[config.mk]
export PLATFORM = sky130hd
export DESIGN_NAME = preemptive_priority_scheduler_flat
export DESIGN_NICKNAME = d
export VERILOG_FILES = /design/src/sv/pps_pkg.sv /design/src/sv/pps_if.sv /design/src/sv/pps_cfg.sv /design/src/sv/pps_table.sv /design/src/sv/preemptive_priority_scheduler.sv /design/src/flat_wrapper.sv
export SDC_FILE = /design/constraint.sdc
export NUM_CORES = 2
export LEC_CHECK = 0
export BUFFER_PORTS_ARGS = -buffer_cell sky130_fd_sc_hd__buf_4
export CORE_ASPECT_RATIO = 0.6
export CORE_MARGIN = 2
export CORE_UTILIZATION = 42
export CTS_CLUSTER_DIAMETER = 60
export DETAILED_ROUTE_END_ITERATION = 16
export PLACE_DENSITY = 0.57
export SETUP_SLACK_MARGIN = 0.02
export SLEW_MARGIN = 5
export SYNTH_ARGS = -nofsm -noshare
export SYNTH_HDL_FRONTEND = slang
export SYNTH_SLANG_ARGS = --single-unit
[constraint.sdc]
create_clock -name clk -period 13.5 [get_ports clk]
set_input_delay 2.025 -clock clk [delete_from_list [all_inputs] [get_ports clk]]
set_output_delay 2.025 -clock clk [all_outputs]
set_load 0.03 [all_outputs]
[src/sv/pps_pkg.sv]
// Shared widths, operation codes and structs of the priority scheduler.
package pps_pkg;

    localparam int DATA_W     = 32;
    localparam int CFG_ADDR_W = 3;
    localparam int OP_W       = 2;
    localparam int PID_W      = 16;
    localparam int ARR_W      = 16;
    localparam int BURST_W    = 16;
    localparam int PRIO_W     = 8;
    localparam int TIME_W     = 24;

    localparam logic [TIME_W-1:0] TIME_MAX = {TIME_W{1'b1}};

    // Operation codes of an input word
    localparam logic [OP_W-1:0] OP_LOAD  = 2'd0;
    localparam logic [OP_W-1:0] OP_TICK  = 2'd1;
    localparam logic [OP_W-1:0] OP_CLEAR = 2'd2;

    // Register index (taken from paddr[2])
    localparam logic REG_MODE = 1'b0;

    // Table update commands from the control path
    typedef struct packed {
        logic load;
        logic tick;
        logic mode;
    } pps_ctrl_t;

    // Entry chosen for the current tick
    typedef struct packed {
        logic               found;
        logic [PID_W-1:0]   pid;
        logic [ARR_W-1:0]   arrival;
        logic [BURST_W-1:0] burst;
        logic               last_unit;
    } pps_pick_t;

endpackage

[src/sv/pps_if.sv]
// Valid/ready channels for input words and result words.
interface pps_item_if;
    import pps_pkg::*;

    logic               valid;
    logic               ready;
    logic [OP_W-1:0]    op;
    logic [PID_W-1:0]   process_id;
    logic [ARR_W-1:0]   arrival;
    logic [BURST_W-1:0] burst;
    logic [PRIO_W-1:0]  prio;

    modport source (output valid, op, process_id, arrival, burst, prio, input ready);
    modport sink   (input valid, op, process_id, arrival, burst, prio, output ready);
endinterface

interface pps_result_if;
    import pps_pkg::*;

    logic              valid;
    logic              ready;
    logic              running_valid;
    logic [PID_W-1:0]  running_pid;
    logic              segment_start;
    logic [TIME_W-1:0] tick_time;
    logic              finished;
    logic [TIME_W-1:0] completion_time;
    logic [TIME_W-1:0] turnaround;
    logic [TIME_W-1:0] waiting;
    logic              all_done;

    modport source (output valid, running_valid, running_pid, segment_start, tick_time,
                    finished, completion_time, turnaround, waiting, all_done,
                    input ready);
    modport sink   (input valid, running_valid, running_pid, segment_start, tick_time,
                    finished, completion_time, turnaround, waiting, all_done,
                    output ready);
endinterface

[src/sv/pps_cfg.sv]
// APB register block holding the priority mode.
module pps_cfg (
    input  logic                            clk,
    input  logic                            rst_n,
    input  logic                            psel,
    input  logic                            penable,
    input  logic                            pwrite,
    input  logic [pps_pkg::CFG_ADDR_W-1:0]  paddr,
    input  logic [pps_pkg::DATA_W-1:0]      pwdata,
    output logic [pps_pkg::DATA_W-1:0]      prdata,
    output logic                            pready,
    output logic                            mode
);
    import pps_pkg::*;

    logic mode_reg;
    logic wr_en;

    assign pready = 1'b1;
    assign wr_en  = psel && penable && pwrite && paddr[2] == REG_MODE;

    // Write the mode bit on the access phase
    always_ff @(posedge clk or negedge rst_n)
    begin
        if (!rst_n)
        begin
            mode_reg <= 1'b0;
        end
        else if (wr_en)
        begin
            mode_reg <= pwdata[0];
        end
    end

    // Read back; unmapped addresses return zero
    always_comb
    begin
        prdata = '0;
        if (paddr[2] == REG_MODE)
        begin
            prdata = {{(DATA_W-1){1'b0}}, mode_reg};
        end
    end

    assign mode = mode_reg;

endmodule

[src/sv/pps_table.sv]
// Process table lanes with a parallel best-priority selection tree.
module pps_table #(
    parameter int MAX_PROCS = 16,
    parameter int IDX_W     = $clog2(MAX_PROCS),
    parameter int CNT_W     = $clog2(MAX_PROCS + 1)
) (
    input  logic                          clk,
    input  pps_pkg::pps_ctrl_t            ctrl,
    input  logic [IDX_W-1:0]              load_slot,
    input  logic [pps_pkg::PID_W-1:0]     load_pid,
    input  logic [pps_pkg::ARR_W-1:0]     load_arrival,
    input  logic [pps_pkg::BURST_W-1:0]   load_burst,
    input  logic [pps_pkg::PRIO_W-1:0]    load_prio,
    input  logic [CNT_W-1:0]              count,
    input  logic [pps_pkg::TIME_W-1:0]    now,
    output pps_pkg::pps_pick_t            pick
);
    import pps_pkg::*;

    localparam int LEAVES = 1 << IDX_W;

    logic [PID_W-1:0]   id_reg    [MAX_PROCS];
    logic [ARR_W-1:0]   arr_reg   [MAX_PROCS];
    logic [BURST_W-1:0] burst_reg [MAX_PROCS];
    logic [PRIO_W-1:0]  prio_reg  [MAX_PROCS];
    logic [BURST_W-1:0] rem_reg   [MAX_PROCS];

    // Heap-ordered tree: node k merges nodes 2k and 2k+1, leaves at LEAVES..2*LEAVES-1
    logic              node_ok   [1:2*LEAVES-1];
    logic [PRIO_W-1:0] node_prio [1:2*LEAVES-1];
    logic [IDX_W-1:0]  node_idx  [1:2*LEAVES-1];

    logic [IDX_W-1:0]  sel;

    // Leaves: an entry is eligible once loaded, arrived and not yet done
    for (genvar i = 0; i < LEAVES; i++)
    begin : g_leaf
        if (i < MAX_PROCS)
        begin : g_real
            assign node_ok[LEAVES+i]   = (CNT_W'(i) < count)
                                         && ({{(TIME_W-ARR_W){1'b0}}, arr_reg[i]} <= now)
                                         && (rem_reg[i] != '0);
            assign node_prio[LEAVES+i] = prio_reg[i];
        end
        else
        begin : g_pad
            assign node_ok[LEAVES+i]   = 1'b0;
            assign node_prio[LEAVES+i] = '0;
        end
        assign node_idx[LEAVES+i] = IDX_W'(i);
    end

    // Merge pairs; the left (lower slot) child keeps a tie
    for (genvar k = 1; k < LEAVES; k++)
    begin : g_node
        logic take_right;

        assign take_right   = node_ok[2*k+1]
                              && (!node_ok[2*k]
                                  || (ctrl.mode ? (node_prio[2*k+1] > node_prio[2*k])
                                                : (node_prio[2*k+1] < node_prio[2*k])));
        assign node_ok[k]   = node_ok[2*k] || node_ok[2*k+1];
        assign node_prio[k] = take_right ? node_prio[2*k+1] : node_prio[2*k];
        assign node_idx[k]  = take_right ? node_idx[2*k+1]  : node_idx[2*k];
    end

    assign sel = node_idx[1];

    // Read out the chosen entry
    always_comb
    begin
        pick = '0;
        pick.found = node_ok[1];
        for (int i = 0; i < MAX_PROCS; i++)
        begin
            if (sel == IDX_W'(i))
            begin
                pick.pid       = id_reg[i];
                pick.arrival   = arr_reg[i];
                pick.burst     = burst_reg[i];
                pick.last_unit = rem_reg[i] == BURST_W'(1);
            end
        end
    end

    // Load a slot, or spend one unit of the running entry
    always_ff @(posedge clk)
    begin
        for (int i = 0; i < MAX_PROCS; i++)
        begin
            if (ctrl.load && load_slot == IDX_W'(i))
            begin
                id_reg[i]    <= load_pid;
                arr_reg[i]   <= load_arrival;
                burst_reg[i] <= load_burst;
                prio_reg[i]  <= load_prio;
                rem_reg[i]   <= load_burst;
            end
            else if (ctrl.tick && node_ok[1] && sel == IDX_W'(i))
            begin
                rem_reg[i] <= rem_reg[i] - BURST_W'(1);
            end
        end
    end

endmodule

[src/sv/preemptive_priority_scheduler.sv]
// Preemptive priority scheduler: one word per cycle, results registered.
// A tick word is held in the input register, then its result word is written to
// the result register once that register is free, and is taken from there.
// Throughput: one word per cycle while the result side is ready; the pick is a
// combinational parallel tree over MAX_PROCS entries. Loads and clears give no result.
// Reset clears time, counts, last segment and mode; entry stores are not cleared.
module preemptive_priority_scheduler #(
    parameter int MAX_PROCS = 16
) (
    input  logic                            clk,
    input  logic                            rst_n,
    input  logic                            psel,
    input  logic                            penable,
    input  logic                            pwrite,
    input  logic [pps_pkg::CFG_ADDR_W-1:0]  paddr,
    input  logic [pps_pkg::DATA_W-1:0]      pwdata,
    output logic [pps_pkg::DATA_W-1:0]      prdata,
    output logic                            pready,
    pps_item_if.sink                        item,
    pps_result_if.source                    result
);
    import pps_pkg::*;

    localparam int IDX_W = $clog2(MAX_PROCS);
    localparam int CNT_W = $clog2(MAX_PROCS + 1);

    logic               mode;
    pps_ctrl_t          ctrl;
    pps_pick_t          pick;

    // Input register
    logic               in_valid_reg;
    logic [OP_W-1:0]    op_reg;
    logic [PID_W-1:0]   pid_reg;
    logic [ARR_W-1:0]   arr_reg;
    logic [BURST_W-1:0] burst_reg;
    logic [PRIO_W-1:0]  prio_reg;

    // Scheduler state
    logic [CNT_W-1:0]   count_reg, count_next;
    logic [CNT_W-1:0]   done_reg, done_next;
    logic [TIME_W-1:0]  time_reg, time_next;
    logic               last_valid_reg, last_valid_next;
    logic [PID_W-1:0]   last_id_reg, last_id_next;

    // Result register
    logic               out_valid_reg;
    logic               rv_reg;
    logic [PID_W-1:0]   rpid_reg;
    logic               seg_reg;
    logic [TIME_W-1:0]  ttime_reg;
    logic               fin_reg;
    logic [TIME_W-1:0]  ct_reg;
    logic [TIME_W-1:0]  tat_reg;
    logic [TIME_W-1:0]  wt_reg;
    logic               alldone_reg;

    logic               is_tick;
    logic               out_free;
    logic               advance;
    logic               load_ok;
    logic [TIME_W-1:0]  time_after;
    logic               fin;
    logic               seg;
    logic [TIME_W-1:0]  tat;
    logic [TIME_W-1:0]  wt;
    logic [TIME_W-1:0]  burst_ext;
    logic [CNT_W-1:0]   done_after;

    pps_cfg u_cfg (
        .clk     (clk),
        .rst_n   (rst_n),
        .psel    (psel),
        .penable (penable),
        .pwrite  (pwrite),
        .paddr   (paddr),
        .pwdata  (pwdata),
        .prdata  (prdata),
        .pready  (pready),
        .mode    (mode)
    );

    // Handshake: only a tick needs room in the result register
    assign is_tick    = op_reg == OP_TICK;
    assign out_free   = !out_valid_reg || result.ready;
    assign advance    = in_valid_reg && (!is_tick || out_free);
    assign item.ready = !in_valid_reg || advance;
    assign load_ok    = count_reg < CNT_W'(MAX_PROCS);

    assign ctrl.load = advance && op_reg == OP_LOAD && load_ok;
    assign ctrl.tick = advance && is_tick;
    assign ctrl.mode = mode;

    pps_table #(
        .MAX_PROCS (MAX_PROCS),
        .IDX_W     (IDX_W),
        .CNT_W     (CNT_W)
    ) u_table (
        .clk          (clk),
        .ctrl         (ctrl),
        .load_slot    (count_reg[IDX_W-1:0]),
        .load_pid     (pid_reg),
        .load_arrival (arr_reg),
        .load_burst   (burst_reg),
        .load_prio    (prio_reg),
        .count        (count_reg),
        .now          (time_reg),
        .pick         (pick)
    );

    // Tick figures
    assign time_after = (time_reg == TIME_MAX) ? TIME_MAX : time_reg + TIME_W'(1);
    assign fin        = pick.found && pick.last_unit;
    assign seg        = pick.found ? (!last_valid_reg || last_id_reg != pick.pid)
                                   : last_valid_reg;
    assign burst_ext  = {{(TIME_W-BURST_W){1'b0}}, pick.burst};
    assign tat        = time_after - {{(TIME_W-ARR_W){1'b0}}, pick.arrival};
    assign wt         = (tat >= burst_ext) ? tat - burst_ext : '0;
    assign done_after = done_reg + CNT_W'(fin);

    // Next state per operation
    always_comb
    begin
        count_next      = count_reg;
        done_next       = done_reg;
        time_next       = time_reg;
        last_valid_next = last_valid_reg;
        last_id_next    = last_id_reg;
        if (advance)
        begin
            unique case (op_reg)
                OP_LOAD:
                begin
                    if (load_ok)
                    begin
                        count_next = count_reg + CNT_W'(1);
                        if (burst_reg == '0)
                        begin
                            done_next = done_reg + CNT_W'(1);
                        end
                    end
                end
                OP_TICK:
                begin
                    time_next       = time_after;
                    done_next       = done_after;
                    last_valid_next = pick.found;
                    if (pick.found)
                    begin
                        last_id_next = pick.pid;
                    end
                end
                OP_CLEAR:
                begin
                    count_next      = '0;
                    done_next       = '0;
                    time_next       = '0;
                    last_valid_next = 1'b0;
                    last_id_next    = '0;
                end
                default:
                begin
                    count_next = count_reg;
                end
            endcase
        end
    end

    // Hold control state
    always_ff @(posedge clk or negedge rst_n)
    begin
        if (!rst_n)
        begin
            in_valid_reg   <= 1'b0;
            out_valid_reg  <= 1'b0;
            count_reg      <= '0;
            done_reg       <= '0;
            time_reg       <= '0;
            last_valid_reg <= 1'b0;
            last_id_reg    <= '0;
        end
        else
        begin
            if (item.ready)
            begin
                in_valid_reg <= item.valid;
            end
            if (ctrl.tick)
            begin
                out_valid_reg <= 1'b1;
            end
            else if (result.ready)
            begin
                out_valid_reg <= 1'b0;
            end
            count_reg      <= count_next;
            done_reg       <= done_next;
            time_reg       <= time_next;
            last_valid_reg <= last_valid_next;
            last_id_reg    <= last_id_next;
        end
    end

    // Capture input word and result word payloads
    always_ff @(posedge clk)
    begin
        if (item.ready && item.valid)
        begin
            op_reg    <= item.op;
            pid_reg   <= item.process_id;
            arr_reg   <= item.arrival;
            burst_reg <= item.burst;
            prio_reg  <= item.prio;
        end
        if (ctrl.tick)
        begin
            rv_reg      <= pick.found;
            rpid_reg    <= pick.found ? pick.pid : '0;
            seg_reg     <= seg;
            ttime_reg   <= time_reg;
            fin_reg     <= fin;
            ct_reg      <= fin ? time_after : '0;
            tat_reg     <= fin ? tat : '0;
            wt_reg      <= fin ? wt : '0;
            alldone_reg <= done_after == count_reg;
        end
    end

    assign result.valid           = out_valid_reg;
    assign result.running_valid   = rv_reg;
    assign result.running_pid     = rpid_reg;
    assign result.segment_start   = seg_reg;
    assign result.tick_time       = ttime_reg;
    assign result.finished        = fin_reg;
    assign result.completion_time = ct_reg;
    assign result.turnaround      = tat_reg;
    assign result.waiting         = wt_reg;
    assign result.all_done        = alldone_reg;

endmodule

[src/flat_wrapper.sv]
// flat-port wrapper written by rule: the top's interface ports become plain ports
module preemptive_priority_scheduler_flat import pps_pkg::*;
#(
    parameter int MAX_PROCS = 16
)
  (clk, rst_n, psel, penable, pwrite, paddr, pwdata, prdata, pready, item_valid, item_op, item_process_id, item_arrival, item_burst, item_prio, item_ready, result_valid, result_running_valid, result_running_pid, result_segment_start, result_tick_time, result_finished, result_completion_time, result_turnaround, result_waiting, result_all_done, result_ready);
  pps_item_if item_i ();
  pps_result_if result_i ();
  input  logic clk;
  input  logic rst_n;
  input  logic psel;
  input  logic penable;
  input  logic pwrite;
  input  logic [pps_pkg::CFG_ADDR_W-1:0] paddr;
  input  logic [pps_pkg::DATA_W-1:0] pwdata;
  output logic [pps_pkg::DATA_W-1:0] prdata;
  output logic pready;
  input wire logic [$bits(item_i.valid)-1:0] item_valid;
  input wire logic [$bits(item_i.op)-1:0] item_op;
  input wire logic [$bits(item_i.process_id)-1:0] item_process_id;
  input wire logic [$bits(item_i.arrival)-1:0] item_arrival;
  input wire logic [$bits(item_i.burst)-1:0] item_burst;
  input wire logic [$bits(item_i.prio)-1:0] item_prio;
  output wire logic [$bits(item_i.ready)-1:0] item_ready;
  output wire logic [$bits(result_i.valid)-1:0] result_valid;
  output wire logic [$bits(result_i.running_valid)-1:0] result_running_valid;
  output wire logic [$bits(result_i.running_pid)-1:0] result_running_pid;
  output wire logic [$bits(result_i.segment_start)-1:0] result_segment_start;
  output wire logic [$bits(result_i.tick_time)-1:0] result_tick_time;
  output wire logic [$bits(result_i.finished)-1:0] result_finished;
  output wire logic [$bits(result_i.completion_time)-1:0] result_completion_time;
  output wire logic [$bits(result_i.turnaround)-1:0] result_turnaround;
  output wire logic [$bits(result_i.waiting)-1:0] result_waiting;
  output wire logic [$bits(result_i.all_done)-1:0] result_all_done;
  input wire logic [$bits(result_i.ready)-1:0] result_ready;
  assign item_i.valid = item_valid;
  assign item_i.op = item_op;
  assign item_i.process_id = item_process_id;
  assign item_i.arrival = item_arrival;
  assign item_i.burst = item_burst;
  assign item_i.prio = item_prio;
  assign item_ready = item_i.ready;
  assign result_valid = result_i.valid;
  assign result_running_valid = result_i.running_valid;
  assign result_running_pid = result_i.running_pid;
  assign result_segment_start = result_i.segment_start;
  assign result_tick_time = result_i.tick_time;
  assign result_finished = result_i.finished;
  assign result_completion_time = result_i.completion_time;
  assign result_turnaround = result_i.turnaround;
  assign result_waiting = result_i.waiting;
  assign result_all_done = result_i.all_done;
  assign result_i.ready = result_ready;
  preemptive_priority_scheduler #(.MAX_PROCS(MAX_PROCS)) u_core (.clk(clk), .rst_n(rst_n), .psel(psel), .penable(penable), .pwrite(pwrite), .paddr(paddr), .pwdata(pwdata), .prdata(prdata), .pready(pready), .item(item_i), .result(result_i));
endmodule
After elaboration in Yosys (flattened, before gate mapping)
Memory sizes are Yosys's and may differ from the RTL's.
Cells that the tools add are included.
{"block": "totals", "register_bits": 228, "ramBits": 1152, "input_bits": 100, "out_inout_bits": 151, "word_cells": 825, "mem_count": 5}
{"block": "op_classes", "addsub": 22, "order_cmp": 64, "eq_ne": 54, "n_mux": 395, "bitwise_logic": 17, "reduce_logical": 246}
{"memory": "u_core.u_table.arr_reg", "words": 16, "width": 16, "rd": 16, "rd_ports_with_merged_regs": 0, "write_ports": 1, "line": "pps_table.sv:23", "source": "logic [ARR_W-1:0] arr_reg [MAX_PROCS];"}
{"memory": "u_core.u_table.burst_reg", "words": 16, "width": 16, "rd": 16, "rd_ports_with_merged_regs": 0, "write_ports": 1, "line": "pps_table.sv:24", "source": "logic [BURST_W-1:0] burst_reg [MAX_PROCS];"}
{"memory": "u_core.u_table.id_reg", "words": 16, "width": 16, "rd": 16, "rd_ports_with_merged_regs": 0, "write_ports": 1, "line": "pps_table.sv:22", "source": "logic [PID_W-1:0] id_reg [MAX_PROCS];"}
{"memory": "u_core.u_table.rem_reg", "words": 16, "width": 16, "rd": 16, "rd_ports_with_merged_regs": 0, "write_ports": 1, "line": "pps_table.sv:26", "source": "logic [BURST_W-1:0] rem_reg [MAX_PROCS];"}
{"memory": "u_core.u_table.prio_reg", "words": 16, "width": 8, "rd": 16, "rd_ports_with_merged_regs": 0, "write_ports": 1, "line": "pps_table.sv:25", "source": "logic [PRIO_W-1:0] prio_reg [MAX_PROCS];"}
{"op": "two-way mux 16 bit", "n": 77}
{"op": "OR reduction 16 bit", "n": 60}
{"op": "two-way mux 49 bit", "n": 16}
{"op": "less-or-equal comparator 16 x 24 -> 1 bit", "n": 16}
{"op": "two-way mux 4 bit", "n": 82}
{"op": "== test 16 x 1 -> 1 bit (second input constant)", "n": 16}
{"op": "nonzero test 16 bit", "n": 16}
{"op": "subtractor 16 x 1 -> 16 bit (second input constant)", "n": 16}
{"op": "two-way mux 8 bit", "n": 29}
{"op": "two-way mux 1 bit", "n": 182}
{"op": "> comparator 8 bit", "n": 15}
{"op": "less-than comparator 8 bit", "n": 15}
{"op": "OR reduction 8 bit", "n": 15}
{"op": "logical AND 1 bit", "n": 89}
{"op": "== test 4 bit (second input constant)", "n": 16}
{"op": "case mux 24 bit (2 select lines)", "n": 1}
{"op": "subtractor 24 x 16 -> 24 bit", "n": 2}
{"op": "less-than comparator 4 x 5 -> 1 bit (first input constant)", "n": 8}
{"op": "logical OR 1 bit", "n": 34}
{"op": "== test 4 x 3 -> 1 bit (second input constant)", "n": 8}
{"op": "case mux 16 bit (2 select lines)", "n": 1}
{"op": "adder 24 x 1 -> 24 bit (second input constant)", "n": 1}
{"op": "== test 24 bit (second input constant)", "n": 1}
{"op": "greater-or-equal comparator 24 x 16 -> 1 bit", "n": 1}
{"op": "other kinds (30)", "n": 81}

Depth between registers and ports, before layout
An unclocked memory read counts as a cell.
{"block": "depth", "ltp_word": 45, "depth_mapped": 75, "mapped_depth_nobuf": 69}

Hierarchy
Synthesis repeated with hierarchy kept, for this count alone.
{"block": "unflattened", "hier_cells": 5975, "hier_area_um2": 70689.0}
{"module": "pps_table", "instances": 1, "cells_per_inst": 4990, "area_per_inst_um2": 59171.8, "seq_area_each_um2": 34593.2}
{"module": "preemptive_priority_scheduler", "instances": 1, "cells_per_inst": 947, "area_per_inst_um2": 11215.8, "seq_area_each_um2": 6551.3}
{"module": "pps_cfg", "instances": 1, "cells_per_inst": 38, "area_per_inst_um2": 301.5, "seq_area_each_um2": 25.0}

Least setup slack after synthesis
Ideal clock, no wire load.
{"block": "synth_timing", "path_kind": "flip-flop to flip-flop", "startpoint": "reg u_core.time_reg[9]", "endpoint": "reg u_core.wt_reg[15], in the netlist u_core.result.waiting[15] (data pin)", "setup_ps": 265, "arrival_time_ps": 14327, "required_ps": 13235, "slack_ps": -1092, "path_stages_with_launch": 66, "path_buffers": 10, "synth_period_minus_slack_ps": 14592, "cell_sequence": "dfrtp_1 -> inv_1 -> ha_1 -> a21o_1 -> a21o_1 -> a221o_1 -> a211oi_1 -> o21ai_0 -> a21oi_1 -> clkbuf_1 -> a21oi_1 -> ha_1 -> nor2b_1 -> o211ai_1 -> a21oi_1 -> a2111oi_0 -> mux2i_1 -> o21bai_2 -> [30 not listed] -> inv_1 -> fa_1 -> a21o_1 -> a21oi_1 -> o21ai_0 -> a21oi_1 -> o21ai_0 -> a21oi_1 -> o21ai_0 -> a21oi_1 -> o21ai_0 -> a31oi_1 -> o21bai_1 -> a2111oi_0 -> nor3b_1 -> a41o_2 -> buf_4 -> nor3_1"}
{"block": "synth_between", "elab_chain_len": 42, "elab_cells_between_ends": 198, "cone_classes": "3 x add/sub; 31 x order compare; 16 x eq/ne; 53 x mux; 95 x reduce/logical"}
{"element": "from (decl)", "line": "preemptive_priority_scheduler.sv:42", "source": "logic [TIME_W-1:0] time_reg, time_next;"}
{"element": "from (signal assigned)", "line": "preemptive_priority_scheduler.sv:198", "source": "time_reg <= time_next;"}
{"element": "less-or-equal comparator 16 x 24 -> 1 bit", "line": "pps_table.sv:41", "source": "&& ({{(TIME_W-ARR_W){1'b0}}, arr_reg[i]} <= now)"}
{"element": "logical AND 1 bit", "line": "pps_table.sv:41"}
{"element": "logical AND 1 bit", "line": "pps_table.sv:42", "source": "&& (rem_reg[i] != '0);"}
{"element": "logical NOT 1 bit", "line": "pps_table.sv:59", "source": "&& (!node_ok[2*k]"}
{"element": "logical OR 1 bit", "line": "pps_table.sv:60", "source": "|| (ctrl.mode ? (node_prio[2*k+1] > node_prio[2*k])"}
{"element": "logical AND 1 bit", "line": "pps_table.sv:59"}
{"element": "two-way mux 8 bit", "line": "pps_table.sv:63", "source": "assign node_prio[k] = take_right ? node_prio[2*k+1] : node_prio[2*k];"}
{"element": "less-than comparator 8 bit / > comparator 8 bit (equally long branches)", "line": "pps_table.sv:61, pps_table.sv:60"}
{"element": "[12 not listed]"}
{"element": "logical AND 1 bit", "line": "pps_table.sv:59"}
{"element": "two-way mux 4 bit", "line": "pps_table.sv:64", "source": "assign node_idx[k] = take_right ? node_idx[2*k+1] : node_idx[2*k];"}
{"element": "logical NOT 4 bit", "line": "pps_table.sv:76", "source": "if (sel == IDX_W'(i))"}
{"element": "two-way mux 49 bit (16 in series)", "line": "pps_table.sv:76"}
{"element": "subtractor 24 x 16 -> 24 bit (*)", "line": "preemptive_priority_scheduler.sv:117", "source": "assign tat = time_after - {{(TIME_W-ARR_W){1'b0}}, pick.arrival};"}
{"element": "via u_core.tat[1]", "line": "preemptive_priority_scheduler.sv:65", "source": "logic [TIME_W-1:0] tat;"}
{"element": "greater-or-equal comparator 24 x 16 -> 1 bit", "line": "preemptive_priority_scheduler.sv:118", "source": "assign wt = (tat >= burst_ext) ? tat - burst_ext : '0;"}
{"element": "AND reduction 2 bit (no line)"}
{"element": "to (signal assigned)", "line": "preemptive_priority_scheduler.sv:224", "source": "wt_reg <= fin ? wt : '0;"}
{"element": "to (decl)", "line": "preemptive_priority_scheduler.sv:55", "source": "logic [TIME_W-1:0] wt_reg;"}
Mark *: on every way through the listed nets, which the timed path passes. The rest lies on a longest branch.
A chain may end at the register's enable or synchronous reset.

Worst setup path in the final report
{"block": "layout_timing", "startpoint": "reg u_core.time_reg[13]", "endpoint": "reg u_core.wt_reg[11], in the netlist u_core.result.waiting[11] (data pin)"}
{"block": "layout_between", "elab_chain_len": 42, "elab_cells_between_ends": 198, "cone_classes": "3 x add/sub; 31 x order compare; 16 x eq/ne; 53 x mux; 95 x reduce/logical"}
{"element": "less-or-equal comparator 16 x 24 -> 1 bit", "line": "pps_table.sv:41"}
{"element": "logical AND 1 bit", "line": "pps_table.sv:41"}
{"element": "logical AND 1 bit", "line": "pps_table.sv:42"}
{"element": "logical NOT 1 bit", "line": "pps_table.sv:59"}
{"element": "logical OR 1 bit", "line": "pps_table.sv:60"}
{"element": "logical AND 1 bit", "line": "pps_table.sv:59"}
{"element": "two-way mux 8 bit", "line": "pps_table.sv:63"}
{"element": "less-than comparator 8 bit / > comparator 8 bit (equally long branches)", "line": "pps_table.sv:61, pps_table.sv:60"}
{"element": "[12 not listed]"}
{"element": "logical AND 1 bit", "line": "pps_table.sv:59"}
{"element": "two-way mux 4 bit", "line": "pps_table.sv:64"}
{"element": "logical NOT 4 bit", "line": "pps_table.sv:76"}
{"element": "two-way mux 49 bit (16 in series)", "line": "pps_table.sv:76"}
{"element": "subtractor 24 x 16 -> 24 bit (*)", "line": "preemptive_priority_scheduler.sv:117"}
{"element": "via u_core.tat[12]", "line": "preemptive_priority_scheduler.sv:65"}
{"element": "greater-or-equal comparator 24 x 16 -> 1 bit (*)", "line": "preemptive_priority_scheduler.sv:118"}
{"element": "AND reduction 2 bit (no line) (*)"}
Marks and branches as above.

==> flow_summary.toml <==
[place]
place_congestion = 1.04
place_hpwl_um = 195000
pre_cts_slack_ns = -1.69
post-place-cells = 9433
io_buffers = 185

[die]
initial_utilization_pct = 42.2
fp.dieW_um = 532
io-pin-count = 251
die_h_um = 321
std_cell_rows = 116
core_sq_um = 166000
design.die.area_sq_um = 171000

[critical_path]
r2r_cells = 72
crit_top_cell = "buf_4"
r2r_end = "u_core.result.waiting[11]"
critical_path.top_delay_family = "compound AO/OA/AOI/OAI gates"
cp.buffers_inverters = 16
r2r-start = "u_core.time_reg[13]"
end_kind = "flip-flop"
crit_start = "u_core.time_reg[13]"
path_class = "reg -> reg"
cp.depth = 72
cp_max_fo = 10
slowest_delay_ns = 0.40
worst_setup_path_start_kind = "flip-flop"
slowest_stage = "dfrtp_1"
worstPathRequired_ns = 14.04
r2r_setup_slack_ns = -0.07
worstPathArrival_ns = 14.11

[pwr]
p_leak_nw = 35.3
power.density_nw_per_um2 = 232
ir_drop_uv = 501
total_power_mw = 21.3

[drt]
antenna_left = 0
drt-initial-drc-count = 8552
drc_errors = 0
drt_wl_total_um = 274000
route.vias.total = 57600
wl_per_cell_um = 28.0
drtPass1Iterations = 7
viasPerCell = 5.88

[global_route]
grt_pass1_wl_um = 382000
track_usage_pct = 31.0
antenna_found_initial = 14
grt_overflow = 0
grt_pass1_vias = 53100
grt_max_degree = 70

[sta]
rsz0062_at_grt = "yes"
setup_viol = 24
finalCriticalPeriod_ns = 13.57
fmax_mhz = 73.7
fin_ws_ns = -0.0655
report.final.hold_viol_count = 0
slew_headroom_pct = 17.7
final.setup.tns_ns = -0.916
maxSlewViolCount = 0
fin_hold_ws_ns = 0.506
period_share_pct = 100
tightest_slew_ns = 1.22
clock_skew_ns = 0.0691

[flow_run]
max_cap_violations = 0

[yosys]
yosys_warnings = 0
synth-compound-area-share_pct = 13.0
synth_top_family_by_area = "compound AO/OA/AOI/OAI gates"
synthArstFlopShare_pct = 3.91
ys_seq_area_share_pct = 58.5
ys.flop_type = "edfxtp_1"
ys_types = 117
synthMuxAreaShare_pct = 1.97
ys_ff_latch = 1380
netlist_area_sq_um = 70300
synth_simple_gate_area_share_pct = 12.0
synthAdderAreaFrac_pct = 8.15
yosys.area_share.xor_xnor_pct = 3.46
avgSynthCellArea_sq_um = 11.9
synth_cells = 5912
synth_edf_count = 1326

[cts]
clockBufferDepth = 4
clock-sinks = 1380
clk_latency_ns = 0.85
path_clk_slew_ns = 0.06
cts_tree = "done"
htreeDepth = 4
root_buffer = "clkbuf_16"
cts_made_buffers = 151
hold_buffers = 0

[worst_hold_path]
min-delay-path-class = "reg -> reg"
holdPathStages = 2
min_to = "u_core.last_id_reg[10]"
worstHoldStart = "u_core.last_id_reg[10]"

[cells_and_area]
finalNetCount = 7985
drive_gt1_share_pct = 30.1
final_cell_count_no_fill = 9784
syn2layout_area_growth_pct = 30.4
nFillCells = 14000

[outcome]
violations = "negative setup slack"
outcome = "complete, but fails checks"
[worst max-delay path by stage]
stage,to,slack [ns]
floorplan,u_core.result.waiting[15],0.02
global placement,u_core.result.waiting[5],-1.53
detailed placement,u_core.result.waiting[15],-1.69
CTS,u_core.result.waiting[23],-0.36
global route,u_core.result.waiting[11],-0.56
finish,u_core.result.waiting[11],-0.07
[logic make-up after synthesis]
| family | after synthesis |
|---|---|
| and+or+nand+nor | 1756 |
| AOI/OAI and AO/OA | 1421 |
| DFF | 1380 |
| buffers and inverters | 486 |
| adders and majority gates | 457 |
| xor gates and xnor gates | 278 |
| muxes | 132 |
| other | 2 |
[per-layer routing]
layer  track usage, %  part of all wire, %  up-vias
li1                 -                    -    25500
met1             47.0                   44    28300
met2             41.7                   39     3332
met3             10.4                   14      422
met4             7.86                  2.9       12
met5            0.952                 0.11        -
[repair_timing]
item / in CTS / in global routing
hold endpoints to repair: 0 / 0
resized for setup: 97 / 381
cloned: 1 / 7
setup endpoints to repair: 35 / 31
pin swaps: 34 / 177
buffers inserted: 20 / 57
[cells in the final DEF (no fill, tap or decap), types with 32 or more instances in the layout]
master / count
buf_4: 1515
edfxtp_1: 1326
nand2_1: 642
ha_1: 410
o21ai_0: 393
nor2_1: 351
a21oi_1: 315
xnor2_1: 202
inv_1: 185
clkbuf_16: 157
nand4_1: 126
nor3_1: 115
nand3_1: 99
mux2i_1: 75
xor2_1: 70
nor4_1: 60
buf_6: 56
a21oi_2: 53
a21o_1: 52
dfrtp_1: 52
a22oi_1: 47
nor2b_1: 44
a222oi_1: 43
o211ai_1: 41
o21ai_1: 41
ha_4: 41
mux2_2: 35
o22ai_1: 32
clkinv_2: 32
conb_1: 32
[worst min-delay path: stages, from the launching register on]
cell and delay, ns:
dfrtp_1 0.36, nand2_1 0.05, o21ai_0 0.06
[final cells by class]
type	instances	area, sq um	share of cell area (%)
sequential	1380	41200	44.9
multi-input combinational	4080	29400	32.1
timing repair buffer	1603	12600	13.8
clock buffer	176	3970	4.33
tap	2242	2810	3.06
clock inverter	85	892	0.973
inverter	212	820	0.894
antenna	6	15.0	0.0164
[metrics by stage]
step           utilization, %  instance area, sq um
2_1_floorplan               -                 70500
3_3_place_gp             50.4                 83900
3_5_place_dp             50.4                 83900
4_1_cts                  53.6                 89300
6_report                 55.1                 91700
5_1_grt                  55.1                 91700
[report_power, final]
group	internal (mW)	switching (mW)
Combinational	5.19	6.74
Sequential	4.97	0.147
Clock	2.40	1.81
Total	12.6	8.70
[Yosys cell counts, drive strengths merged (37+ instances only)]
cell type | instances | area (sq um)
edfxtp | 1326 | 39800
nand2 | 653 | 2460
ha | 455 | 5690
o21ai | 455 | 2300
nor2 | 384 | 1450
a21oi | 380 | 1920
inv | 212 | 796
xnor2 | 205 | 1800
clkbuf | 182 | 683
nor3 | 132 | 682
nand4 | 127 | 801
nand3 | 104 | 526
buf | 92 | 574
mux2i | 88 | 888
nor4 | 77 | 549
xor2 | 73 | 639
dfrtp | 54 | 1350
a21o | 53 | 398
nor2b | 50 | 313
a22oi | 49 | 368
mux2 | 44 | 499
a222oi | 43 | 430
o211ai | 41 | 308
and2 | 37 | 231
Power figures use the tool's default switching activity.
